**config.mk**
```make
export PLATFORM = sky130hd
export DESIGN_NAME = rtfp_emit
export DESIGN_NICKNAME = d
export VERILOG_FILES = /design/src/hdl/rtfp_pkg.sv /design/src/hdl/rtfp_emit.sv
export SDC_FILE = /design/constraint.sdc
export NUM_CORES = 1
export LEC_CHECK = 0
export BUFFER_PORTS_ARGS = -buffer_cell sky130_fd_sc_hd__buf_2
export CAP_MARGIN = 20
export CORE_UTILIZATION = 57
export DETAILED_ROUTE_END_ITERATION = 10
export GPL_ROUTABILITY_DRIVEN = 1
export PLACE_DENSITY = 0.93
export RECOVER_POWER = 100
export SLEW_MARGIN = 20
export SYNTH_ARGS = -nofsm -noshare
export SYNTH_HDL_FRONTEND = slang
export SYNTH_SLANG_ARGS = --single-unit
export TNS_END_PERCENT = 30
```
**constraint.sdc**
```tcl
create_clock -name clk_i -period 7.31 [get_ports clk_i]
set_clock_uncertainty 0.2 [all_clocks]
set_input_delay 0.731 -clock clk_i [delete_from_list [all_inputs] [get_ports clk_i]]
set_output_delay 0.731 -clock clk_i [all_outputs]
set_load 0.05 [all_outputs]
```
**src/hdl/rtfp_pkg.sv**
```systemverilog
package rtfp_pkg;

  localparam int unsigned BodyBytes = 24;
  localparam int unsigned SlotBytes = 8;
  localparam int unsigned CountW    = 5;
  localparam int unsigned SlotW     = 2;

  localparam logic [7:0] Hdr0Byte  = 8'hAA;
  localparam logic [7:0] Hdr1Byte  = 8'hFF;
  localparam logic [7:0] Hdr2Byte  = 8'h03;
  localparam logic [7:0] Hdr3Byte  = 8'h00;
  localparam logic [7:0] Tail0Byte = 8'h55;
  localparam logic [7:0] Tail1Byte = 8'hCC;

  localparam logic [CountW-1:0] TailCount = CountW'(BodyBytes);
  localparam logic [CountW-1:0] LastCount = CountW'(BodyBytes + 1);

  typedef enum logic [4:0] {
    PH_HDR0 = 5'b00001,
    PH_HDR1 = 5'b00010,
    PH_HDR2 = 5'b00100,
    PH_HDR3 = 5'b01000,
    PH_BODY = 5'b10000
  } phase_e;

  typedef logic [BodyBytes-1:0][7:0] frame_t;

  typedef struct packed {
    logic [7:0] rx_byte;
  } rx_item_t;

  typedef struct packed {
    logic [SlotW-1:0]   target_index;
    logic               detected;
    logic signed [15:0] x_pos;
    logic signed [15:0] y_pos;
    logic signed [15:0] velocity;
    logic [15:0]        pixel_distance;
    logic               last_target;
  } target_t;

  // Bit 15 set means positive; otherwise the low 15 bits are negated.
  function automatic logic signed [15:0] sign_mag(input logic [15:0] raw);
    logic [15:0] mag;
    mag = {1'b0, raw[14:0]};
    return raw[15] ? mag : 16'(-mag);
  endfunction

endpackage

```
**src/hdl/rtfp_emit.sv**
```systemverilog
module rtfp_emit #(
  parameter int unsigned TARGET_SLOTS = 3
) (
  input  logic              clk_i,
  input  logic              rst_ni,
  input  logic              load_i,
  input  rtfp_pkg::frame_t  frame_i,
  output logic              busy_o,
  output logic              valid_o,
  input  logic              ready_i,
  output rtfp_pkg::target_t target_o
);
  import rtfp_pkg::*;

  localparam logic [SlotW-1:0] LastSlot = SlotW'(TARGET_SLOTS - 1);

  logic [TARGET_SLOTS-1:0][63:0] buf_q;
  logic                          pend_q;
  logic [SlotW-1:0]              slot_q;
  logic                          valid_q;
  target_t                       out_q, out_d;
  logic [63:0]                   sel;
  logic                          adv;

  assign adv    = pend_q && (!valid_q || ready_i);
  assign busy_o = pend_q;

  always_comb begin
    sel = '0;
    for (int s = 0; s < TARGET_SLOTS; s++) begin
      if (slot_q == SlotW'(s)) begin
        sel = buf_q[s];
      end
    end
    out_d.target_index   = slot_q;
    out_d.detected       = |sel;
    out_d.x_pos          = sign_mag(sel[15:0]);
    out_d.y_pos          = sign_mag(sel[31:16]);
    out_d.velocity       = sign_mag(sel[47:32]);
    out_d.pixel_distance = sel[63:48];
    out_d.last_target    = (slot_q == LastSlot);
  end

  always_ff @(posedge clk_i or negedge rst_ni) begin
    if (!rst_ni) begin
      pend_q  <= 1'b0;
      slot_q  <= '0;
      valid_q <= 1'b0;
    end else begin
      if (load_i) begin
        pend_q <= 1'b1;
        slot_q <= '0;
      end else if (adv) begin
        if (slot_q == LastSlot) begin
          pend_q <= 1'b0;
        end else begin
          slot_q <= slot_q + 1'b1;
        end
      end
      if (adv) begin
        valid_q <= 1'b1;
      end else if (ready_i) begin
        valid_q <= 1'b0;
      end
    end
  end

  always_ff @(posedge clk_i) begin
    if (load_i) begin
      for (int s = 0; s < TARGET_SLOTS; s++) begin
        buf_q[s] <= frame_i[s*SlotBytes +: SlotBytes];
      end
    end
    if (adv) begin
      out_q <= out_d;
    end
  end

  assign valid_o  = valid_q;
  assign target_o = out_q;

endmodule
```
-- Yosys cells after proc, flatten, opt, wreduce, memory -nomap -nowiden
Cells that the tools add are included.
- register bits: 264
- latch bits: 0
- RAM bits: 0
- memory bits (read-only): 0
- word-level logic and storage cells: 47
- memories kept: 0
- add/sub/neg operators: 4
- multiply operators: 0
- divide/modulo/power cells: 0
- $lt $le $gt $ge: 0
- eq/ne operators: 3
- shift-type cells: 0
- muxes and demuxes: 14
- bitwise logic cells: 0
- reductions and logical operators: 10
- operators by type and width (cell ; count):
    64-bit 2-to-1 mux ; 3
    64-bit OR reduction ; 1
    15-bit negation with 16-bit output ; 3
    15-bit 2-to-1 mux ; 3
    2-bit 2-to-1 mux ; 3
    2-bit nonzero test ; 3
    1-bit 2-to-1 mux ; 5
    2-bit AND reduction ; 2
    2-bit by 1-bit adder with 2-bit output (second input constant) ; 1
    2-bit by 1-bit == test with 1-bit output (second input constant) ; 1
    2-bit == test (second input constant) ; 1
    2-bit zero test ; 1
    2-bit inequality test (second input constant) ; 1
    1-bit logical AND ; 1
    1-bit zero test ; 1
    1-bit logical OR ; 1

-- Longest topological paths before layout
- depth after elaboration: 6
- depth in mapped cells: 13

-- Least setup slack after synthesis
OpenSTA, ideal clock, no wires.
- kind: in2reg
- start: input port ready_i
- end: register out_q (netlist bit target_o[0]), enable pin
- library setup time: 434 ps
- arrival time: 2494 ps
- setup slack: 4183 ps
- cell stages on the path: 2
- cells stage by stage: nand2b_1 -> and2_1
- word-level cells in the longest chain between the ends: 2
- RTL lines (what ; line ; text):
    start, declared ; rtfp_emit.sv:10 ; input logic ready_i,
    1-bit logical OR ; rtfp_emit.sv:25 ; assign adv = pend_q && (!valid_q || ready_i);
    1-bit logical AND ; rtfp_emit.sv:25 ;
    via adv ; rtfp_emit.sv:23 ; logic adv;
    end signal, assigned ; rtfp_emit.sv:75 ; out_q <= out_d;
    end, declared ; rtfp_emit.sv:21 ; target_t out_q, out_d;
The timed path passes the listed nets, and every way through them passes these cells.
A chain may end at the register's enable or synchronous reset.

-- Worst setup path in the final report
- start: input port load_i
- end: register buf_q[151] (netlist name), enable pin
- RTL lines (what ; line ; text):
    start, declared ; rtfp_emit.sv:6 ; input logic load_i,
    end signal, assigned by index ; rtfp_emit.sv:71 ; buf_q[s] <= frame_i[s*SlotBytes +: SlotBytes];
    end, declared ; rtfp_emit.sv:17 ; logic [TARGET_SLOTS-1:0][63:0] buf_q;
No word-level cell between the ends.

==> run metrics <==
status complete, but fails checks; violated checks max-capacitance violations, max-slew violations; Layout area overhead 19.5%; DRT Wirelength about 26000 um; Synth area leaders edfxtp_1 72%, nand3b_1 3.9%, a2bb2oi_1 3.3%; chip height approximately 140 um; largest net degree at the start of global routing between 100 and 150; grt total ovfl 0; Critical Path Sink buf_q[151]$_DFFE_PP_; Lkg Pwr approximately 4.7 nW; Post-Synthesis Cells between 600 and 700; initial core utilization between 50% and 60%; Core Region around 18000 sq um; number of global-route vias before repair just over 7000; Worst Max-Slew Pin Slew between 4 and 5 ns; Die Width 140 um; setup violators final 0; Hold Crit Class in2reg; Seq/Total Area, Yosys approximately 73%; Nets approximately 1100; RSZ-0062 raised after global routing false; r2r startpoint slot_q[0]$_DFFE_PN0P_; CP Launch Type input pin; # rows slightly below 50; Max-Cap Viols 3; initial antenna violation count 4; Post-Syn Nets roughly 880; DPL Wire Length around 17000 um; PwrDens 400 nW/um^2; area occupied by multi-input gates about 2500 sq um; Worst path max stage delay approximately 2.4 ns; hold_ws between 0.15 and 0.2 ns; fill count between 1000 and 1500; clock network fraction of design power between 20 and 30%; start point of the critical path load_i; slew margin rel. -203%; CP Max Fanout between 100 and 150; Yosys top cell area share 72.4%; crit path cell chain clkbuf_8 -> clkbuf_1 -> clkbuf_1; final worst path period need between 5 and 6 ns; Avg WL per Cell about 22 um; #FFs+latches synth around 260; internal power about 3.2 mW; WP data required 7.17 ns; drt first pass iters 8; Post-CTS Setup Bufs 0; number of placed instances, taps included 1140; post-route insts no fill 1194; Worst EP arrival between 4 and 5 ns; synthesized area roughly 11000 sq um; switching part of the total 36.9%; Logic pwr share about 33%; Post-route DRC 0; gp weighted congestion about 0.9; Total Routing Usage GR between 20% and 30%; Die ar. 19500 sq um; CTS H-tree depth 1; Synth cell types 51; leading cell types in the layout, fill and taps excluded 260 x edfxtp_1, 178 x buf_2, 87 x clkbuf_1; Reg2Reg Depth 7; Max Slew Vio Count 170; DR vias 7014; Clock transition at path regs about 0.060 ns; Reg-to-Reg End target_o[64]$_SDFFCE_PP0P_; first-pass GRT wire length roughly 38000 um; Detailed Route Iter0 Violations 472; switching pwr ~1.9 mW; ANT nets after route 0; leading cell type in the layout, fill and taps excluded edfxtp_1; sequential cell area about 7900 sq um; clock sink count about 260; setup TNS 0 ns; CP endpoint kind register; Clock Latency Late Sink roughly 0.53 ns; Seq pwr share between 40% and 50%; CTS tree yes; Final Hold Fails 0; root buf cell clkbuf_16; Crit Path Class in2reg; CTS Buffer Depth 3; Most Frequent Cell on Critical Path clkbuf_1; I/O pins between 200 and 300; FMAX between 0.15 and 0.2 GHz; layout cells sized above 1 approximately a quarter; via/cell ratio 5.87; internal reg-to-reg setup slack between 2 and 2.5 ns; Port Buffers approximately 270; Mean Syn Cell Area 15.9 sq um; VDD IR max approximately 290 uV; Final period util about two thirds; cts bufs inserted 27; area leader, netlist edfxtp_1; Ys Warns 0; slowest CP cell clkbuf_1
## area by class of cell
class / count / share of cell area [%]
sequential: 264 / 61.4
multi-input combinational: 366 / 19.5
timing repair buffer: 272 / 9.89
clock buffer: 30 / 5.48
tap: 229 / 2.22
clock inverter: 18 / 1.15
inverter: 11 / 0.340
antenna: 4 / 0.0777
## power by group through the flow
stage               clock [mW]  sequential [mW]  combinational [mW]
CTS                       1.33             2.11                1.78
detailed placement           0             2.13                1.78
floorplan                    0             2.65               0.817
global route              1.38             2.14                1.82
finish                    1.32             2.12                1.71
global placement             0             2.14                1.72
## registers in the layout (all words and copies together) (netlist names)
signal,cells
buf_q,192
target_o,68
slot_q,2
busy_o,1
valid_o,1
## Yosys cell counts, drive strengths merged
cell type / n
edfxtp: 260
a21o: 1
a31oi: 10
buf: 32
inv: 11
xor2: 13
nand3b: 56
nand4bb: 1
ha: 9
nand2b: 3
or2: 1
a41oi: 3
nor3: 7
dfrtp: 4
and3b: 1
a221o: 3
xnor2: 27
nand4b: 1
nand3: 9
a21oi: 50
nor2: 20
nor4: 10
o2bb2ai: 2
a22oi: 6
and3: 2
a31o: 7
a2bb2oi: 42
o41a: 1
o41ai: 2
clkbuf: 5
nand2: 33
mux2i: 2
o21bai: 1
o21ai: 20
o31ai: 5
and2: 4
nor2b: 12
nor3b: 1
nand4: 1
## worst max-delay path, delay by kind of cell
family   cells  cell delay, ns
buf+inv      3            4.08
## worst min path at each step
stage	from	to	depth (start not counted)
after floorplan	rst_ni	busy_o$_DFFE_PN0P_	0
after CTS	frame_i[30]	buf_q[30]$_DFFE_PP_	1
after global placement	slot_q[1]$_DFFE_PN0P_	target_o[67]$_DFFE_PP_	0
after global routing	frame_i[174]	buf_q[174]$_DFFE_PP_	1
after detailed placement	slot_q[1]$_DFFE_PN0P_	target_o[67]$_DFFE_PP_	0
final	frame_i[30]	buf_q[30]$_DFFE_PP_	1
## what timing repair did
item,in CTS,in global routing
hold endpoints to repair,4,0
hold buffers,1,0
endpoints found under the setup margin,0,0
gates resized for setup,0,0
## metrics by stage
step | setup slack (ns) | cell area [sq um] | power [mW] | util, %
2_1_floorplan | 4.18 | 10800 | 3.47 | -
3_3_place_gp | 3.32 | 12200 | 3.85 | 66.8
3_5_place_dp | 3.14 | 12200 | 3.91 | 66.8
4_1_cts | 3.11 | 13100 | 5.22 | 71.6
5_1_grt | 1.90 | 12900 | 5.34 | 70.5
6_report | 2.30 | 12900 | 5.15 | 70.5
## layer usage
metal	global-route usage, %	wire (um)	part of all wire [%]	vias to the layer above
met1	32.6	9640	37	3369
met3	5.02	2160	8.4	85
met4	12.1	1160	4.5	0
met5	0	0	0	-
li1	-	-	-	3164
met2	44.2	12800	50	396
## kinds of logic after synthesis
kind of cell / synth area share (%)
AO/OA/AOI/OAI: 10.1
XOR/XNOR: 3.25
adder cells (fa/ha/maj): 1.04
buffers and inverters: 2.80
flip-flops: 73.3
multiplexers: 0.186
AND/OR/NAND/NOR: 9.35
(Power assumes the default switching activity.)
