File: src/hdl/rtfp_pkg.sv
package rtfp_pkg;

  localparam int unsigned BodyBytes = 24;
  localparam int unsigned SlotBytes = 8;
  localparam int unsigned CountW    = 5;
  localparam int unsigned SlotW     = 2;

  localparam logic [7:0] Hdr0Byte  = 8'hAA;
  localparam logic [7:0] Hdr1Byte  = 8'hFF;
  localparam logic [7:0] Hdr2Byte  = 8'h03;
  localparam logic [7:0] Hdr3Byte  = 8'h00;
  localparam logic [7:0] Tail0Byte = 8'h55;
  localparam logic [7:0] Tail1Byte = 8'hCC;

  localparam logic [CountW-1:0] TailCount = CountW'(BodyBytes);
  localparam logic [CountW-1:0] LastCount = CountW'(BodyBytes + 1);

  typedef enum logic [4:0] {
    PH_HDR0 = 5'b00001,
    PH_HDR1 = 5'b00010,
    PH_HDR2 = 5'b00100,
    PH_HDR3 = 5'b01000,
    PH_BODY = 5'b10000
  } phase_e;

  typedef logic [BodyBytes-1:0][7:0] frame_t;

  typedef struct packed {
    logic [7:0] rx_byte;
  } rx_item_t;

  typedef struct packed {
    logic [SlotW-1:0]   target_index;
    logic               detected;
    logic signed [15:0] x_pos;
    logic signed [15:0] y_pos;
    logic signed [15:0] velocity;
    logic [15:0]        pixel_distance;
    logic               last_target;
  } target_t;

  // Bit 15 set means positive; otherwise the low 15 bits are negated.
  function automatic logic signed [15:0] sign_mag(input logic [15:0] raw);
    logic [15:0] mag;
    mag = {1'b0, raw[14:0]};
    return raw[15] ? mag : 16'(-mag);
  endfunction

endpackage

File: src/hdl/rtfp_sync.sv
module rtfp_sync (
  input  logic            clk_i,
  input  logic            rst_ni,
  input  logic            valid_i,
  input  logic [7:0]      byte_i,
  output logic            ready_o,
  input  logic            busy_i,
  output logic            load_o,
  output rtfp_pkg::frame_t frame_o
);
  import rtfp_pkg::*;

  phase_e              phase_q, phase_d;
  logic [CountW-1:0]   count_q, count_d;
  frame_t              store_q;
  logic [7:0]          tail_q;
  logic                accept;
  logic                wr_en;
  logic                tail_en;

  // A frame can only complete on the second tail byte, so only that byte waits
  // for the emitter to free its buffer.
  assign ready_o = !(phase_q == PH_BODY && count_q == LastCount && busy_i);
  assign accept  = valid_i && ready_o;

  always_comb begin
    phase_d = phase_q;
    count_d = count_q;
    load_o  = 1'b0;
    wr_en   = 1'b0;
    tail_en = 1'b0;
    if (accept) begin
      unique case (phase_q)
        PH_HDR0: phase_d = (byte_i == Hdr0Byte) ? PH_HDR1 : PH_HDR0;
        PH_HDR1: phase_d = (byte_i == Hdr1Byte) ? PH_HDR2 : PH_HDR0;
        PH_HDR2: phase_d = (byte_i == Hdr2Byte) ? PH_HDR3 : PH_HDR0;
        PH_HDR3: begin
          if (byte_i == Hdr3Byte) begin
            phase_d = PH_BODY;
            count_d = '0;
          end else begin
            phase_d = PH_HDR0;
          end
        end
        PH_BODY: begin
          if (count_q < TailCount) begin
            wr_en   = 1'b1;
            count_d = count_q + 1'b1;
          end else if (count_q == TailCount) begin
            tail_en = 1'b1;
            count_d = count_q + 1'b1;
          end else begin
            load_o  = (tail_q == Tail0Byte) && (byte_i == Tail1Byte);
            phase_d = PH_HDR0;
            count_d = '0;
          end
        end
        default: phase_d = PH_HDR0;
      endcase
    end
  end

  always_ff @(posedge clk_i or negedge rst_ni) begin
    if (!rst_ni) begin
      phase_q <= PH_HDR0;
      count_q <= '0;
    end else begin
      phase_q <= phase_d;
      count_q <= count_d;
    end
  end

  always_ff @(posedge clk_i) begin
    if (wr_en) begin
      store_q[count_q] <= byte_i;
    end
    if (tail_en) begin
      tail_q <= byte_i;
    end
  end

  assign frame_o = store_q;

endmodule

File: config.mk
export PLATFORM = sky130hd
export DESIGN_NAME = rtfp_sync
export DESIGN_NICKNAME = d
export VERILOG_FILES = /design/src/hdl/rtfp_pkg.sv /design/src/hdl/rtfp_sync.sv
export SDC_FILE = /design/constraint.sdc
export NUM_CORES = 1
export LEC_CHECK = 0
export CORE_AREA = 5 5 89 152
export DETAILED_ROUTE_END_ITERATION = 8
export DIE_AREA = 0 0 94 157
export DONT_BUFFER_PORTS = 1
export PLACE_DENSITY = 0.74
export SETUP_SLACK_MARGIN = 0.1
export SYNTH_ARGS = -nofsm -noshare
export SYNTH_HDL_FRONTEND = slang
export SYNTH_SLANG_ARGS = --single-unit
File: constraint.sdc
create_clock -name clk_i -period 3.65 [get_ports clk_i]
set_input_delay 0.73 -clock clk_i [delete_from_list [all_inputs] [get_ports clk_i]]
set_output_delay 0.73 -clock clk_i [all_outputs]
set_load 0.1 [all_outputs]
======== Word-level counts from Yosys, hierarchy flattened ========
Cells that the tools add are included.
word-level totals
  register bits after elaboration ......... 210
  bits of input ports ..................... 12
  output and inout bits ................... 194
  logic and storage cells ................. 81
cells by class
  $add $sub $neg .......................... 1
  $lt $le $gt $ge ......................... 3
  equal/unequal tests ..................... 15
  muxes and demuxes ....................... 25
  reductions and logical operators ........ 10
operators by type and width
  operator                                                    count
  bitwise mux 192 bit                                         1
  demux 8 bit (select 5 bit)                                  1
  2-to-1 mux 5 bit                                            6
  one-hot mux 5 bit (5 select lines)                          1
  equality test 8 bit, second input constant                  3
  equality test 5 bit, second input constant                  3
  2-to-1 mux 1 bit                                            11
  one-hot mux 5 bit (2 select lines)                          1
  equality test 8 x 2 -> 1 bit, second input constant         1
  equality test 8 x 7 -> 1 bit, second input constant         1
  zero test 8 bit                                             1
  2-to-1 mux 8 bit                                            1
  less-than comparator 5 x 6 -> 1 bit, second input constant  1
  inequality test 2 bit, second input constant                3
  AND reduction 3 bit                                         2
  adder 5 x 1 -> 5 bit, second input constant                 1
  equality test 5 x 1 -> 1 bit, second input constant         1
  equality test 5 x 2 -> 1 bit, second input constant         1
  equality test 5 x 3 -> 1 bit, second input constant         1
  equality test 5 x 4 -> 1 bit, second input constant         1
  >= comparator 5 x 1 -> 1 bit, second input constant         1
  logical AND 1 bit                                           5
  less-than comparator 5 bit, second input constant           1
  2-to-1 mux 4 bit                                            1
  other kinds (4)                                             4

======== Logic depth before layout (Yosys ltp) ========
  word-level depth ........................ 6
  gate-level depth with buffers ........... 6

======== Least setup slack after synthesis ========
OpenSTA, ideal clock, no wires.
  kind .................................... input port to output port
  start point ............................. input valid_i
  end point ............................... output load_o
  arrival time ............................ 2.104 ns
  slack ................................... 0.816 ns
  cell stages on the path ................. 4
  path buffers ............................ 0
  cell sequence ........................... nor4b_1 -> nand2_1 -> nor2_1 -> and3_1
on the way
  word-level cells in the longest chain between the ends .. 2
RTL lines
  what               line             text
  start, declared    rtfp_sync.sv:4   input logic valid_i,
  logical AND 1 bit  rtfp_sync.sv:24  assign accept = valid_i && ready_o;
  2-to-1 mux 1 bit   rtfp_sync.sv:32  if (accept) begin
  end, declared      rtfp_sync.sv:8   output logic load_o,
Every way passes these cells.

======== Worst setup path in the final report ========
  start point ............................. register phase_q[1]
  end point ............................... output load_o
on the way
  word-level cells in the longest chain between the ends .. 6
  elaborated cells between the ends (all ways) .. 7
  classes of those cells .................. eq/ne: 1; mux: 2; reduce/logical: 4
RTL lines
  what                             line                              text
  start, declared                  rtfp_sync.sv:13                   phase_e phase_q, phase_d;
  start signal, assigned           rtfp_sync.sv:68                   phase_q <= phase_d;
  equality test 5 bit (*)          rtfp_sync.sv:23, rtfp_sync.sv:33
  logical AND 1 bit (2 in series)  rtfp_sync.sv:23                   assign ready_o = !(phase_q == PH_BODY && count_q == LastCount && busy_i);
  zero test 1 bit                  rtfp_sync.sv:23
  logical AND 1 bit                rtfp_sync.sv:24
  2-to-1 mux 1 bit (*)             rtfp_sync.sv:32
Every way passes the cells marked *; elsewhere a longest branch is shown, timed or not.

==> impl_metrics.json <==
{
  "chipWidth_microns": 94,
  "maxCapViolCount": 0,
  "maxSlewViolCount": 0,
  "synthesis.nets": 352,
  "cts_setup_buffers": 0,
  "synth.area.top_cells": "edfxtp_1 (85%), dfrtp_1 (3.2%), nor2_1 (1.6%)",
  "wl_per_cell_microns": 29.27,
  "max_freq_mhz": 325.9,
  "num_rows": 53,
  "diodes": 0,
  "die_area_sq_um": 14760,
  "clock-sinks": 210,
  "cts_buffers": 18,
  "coreArea_sq_um": 12070,
  "drcViolationCount": 0,
  "area_delta_synth_final_pct": 10.74,
  "clock_path_buffers": 3,
  "dr.pass1.iters": 4,
  "gp_congestion": 0.8477,
  "outcome": "completed",
  "ant_nets": 0,
  "initial_core_util_pct": 58.76,
  "synth.distinct_cells": 48,
  "synthArstFlopShare_pct": 4.762,
  "ctsHoldBuffers": 1,
  "fin_crit_ns": 3.068,
  "antenna_found_initial": 0,
  "rr_endpoint": "frame_o[25]$_DFFE_PP_",
  "routed_wl_microns": 15490,
  "fill_cells": 828,
  "r2r-start": "phase_q[1]$_DFFE_PN0P_",
  "synth_flop_cell": "edfxtp_1",
  "yosysWarningCount": 0,
  "r2r_slack_ns": 0.94,
  "yosys.area.top_type": "edfxtp_1",
  "synth_area_per_cell_sq_um": 21.11,
  "grt_pass1_vias": 3176,
  "ir_worst_vdd_mv": 0.3851,
  "cp_max_fo": 10,
  "vias": 3228,
  "post_cts_resize_count": 0,
  "clk_pin_slew_worst_paths_ns": 0.07,
  "hold_viol": 0,
  "path_class": "register to output pin",
  "crit_arrival_ns": 2.34,
  "first_iter_violations": 234,
  "fin_crit_sh_pct": 84.06,
  "startpoint_type": "register",
  "skew_ns": 0.02378,
  "hpwl_microns": 10040,
  "slew_headroom_pct": 35.04,
  "drive_above_1_share_pct": 10.44,
  "die_h_microns": 157,
  "grt_setup_unrepaired": "false",
  "r2r_cells": 4,
  "postSynthRegisterBits": 210,
  "h-tree-depth": 1,
  "synth_top_cell_area_share_pct": 84.69,
  "fin_area_sq_um": 7854,
  "setup_viol": 0,
  "synth_area_sq_um": 7092,
  "fin_nets": 370,
  "grt_pass1_wl_microns": 21470,
  "worstSkewPairLatency_ns": 0.47,
  "cts_root_buffer": "clkbuf_16",
  "multi_input_area_sq_um": 780.7,
  "portBuffers": 0,
  "p_leak_nw": 2.504,
  "worst_ep_required_time_ns": 2.92,
  "grt_max_degree": 30,
  "synth_enable_flop_cells": 200,
  "tns_ns": 0,
  "cts_tree": "built",
  "grt_remaining_overflow": 0,
  "track_usage_pct": 20.41,
  "p_per_area_nw_per_um2": 567.5,
  "cp-end-kind": "output pin",
  "place_area_sq_um": 7289,
  "syn_inst": 336,
  "seqCellArea_sq_um": 6257,
  "ys_seq_area_share_pct": 88.23,
  "io-pin-count": 206,
  "worstMarginPinSlew_ns": 0.9764,
  "vias_per_cell": 6.102,
  "hold_path.class": "input port to asynchronous set/reset pin"
}
[cell usage in the layout, fill, tap and decap left out, drive strengths merged, types with 2 or more instances in the layout]
master  count
and4        2
a211o       2
o211ai      2
and2        2
nor2b       2
nand2       9
o21ai       4
nand4       6
and4b       2
clkinv      7
edfxtp    200
nor4b       6
dfrtp       9
or4b        2
buf         3
inv         6
nor2       30
nand3       6
clkbuf     21
nand2b      2
mux2i       4
nand3b      4
ha          4
nor4        5
or3         2
[state kept, by name, indices dropped and copies added (netlist names)]
register and flops:
phase_q 5, count_q 5, frame_o 192, tail_q 8
[critical path, cell delays in order, from the launching register on]
cell and delay, ns:
dfrtp_1 0.50, nor4b_1 0.55, nand2_1 0.22, nor2_1 0.12, and3_1 0.17, buf_4 0.29
[where the power goes]
part,internal (mW),switching [mW]
Combinational,0.0136,0.0172
Sequential,2.64,0.0100
Clock,1.02,0.759
[through the flow]
step	util, %	total power [mW]	setup slack [ns]	cells	hold WS (ns)
after floorplan	-	2.725	0.8164	336	0.4344
final	65.07	4.457	0.5817	529	0.09159
after global placement	60.40	2.729	0.9371	498	0.4348
after global routing	65.07	4.593	0.4278	529	0.07291
after CTS	65.07	4.478	0.5707	529	0.07738
after detailed placement	60.40	2.731	0.8359	498	0.4348
[Yosys cell counts, drive strengths merged, types with 4 or more instances]
| master | number |
|---|---|
| nor4b | 6 |
| nand2 | 9 |
| nand4 | 6 |
| edfxtp | 200 |
| dfrtp | 9 |
| nand3b | 4 |
| nand3 | 6 |
| ha | 4 |
| inv | 6 |
| clkbuf | 4 |
| nor4 | 5 |
| o21ai | 4 |
| mux2i | 4 |
| nor2 | 30 |
[worst max-delay path by stage]
stage / startpoint / endpoint / cells after the start / slack [ns]
floorplan: valid_i / load_o / 4 / 0.82
global placement: valid_i / frame_o[105]$_DFFE_PP_ / 4 / 0.94
detailed placement: valid_i / frame_o[28]$_DFFE_PP_ / 4 / 0.84
CTS: phase_q[1]$_DFFE_PN0P_ / load_o / 5 / 0.57
global route: phase_q[1]$_DFFE_PN0P_ / load_o / 5 / 0.43
finish: phase_q[1]$_DFFE_PN0P_ / load_o / 5 / 0.58
[cell families (layout without fill, tap and decap cells)]
family,after synthesis,in the layout,share of synthesized area (%)
and+or+nand+nor,84,84,7.216
DFF,210,210,88.23
AOI/OAI and AO/OA,20,20,2.241
muxes,5,5,0.7234
buffers and inverters,12,40,0.7585
xor gates and xnor gates,1,1,0.1235
adders and majority gates,4,4,0.7057
[area by class of cell]
| cell class | count | share of cell area (%) |
|---|---|---|
| Clock buffer | 21 | 6.149 |
| Clock inverter | 9 | 0.9081 |
| Inverter | 6 | 0.2868 |
| Multi-Input combinational cell | 114 | 9.941 |
| Sequential cell | 210 | 79.67 |
| Tap cell | 165 | 2.629 |
| Timing Repair Buffer | 4 | 0.4142 |
[metal layers]
metal	share of wire, %	up-vias	global-route usage [%]	wire length, microns
li1	-	1368	-	-
met1	32	1687	22.08	5001
met2	60	156	39.27	9290
met3	5.6	17	3.969	867
met4	2.1	0	6.405	327
met5	0	-	0	0
(Power assumes the default switching activity.)
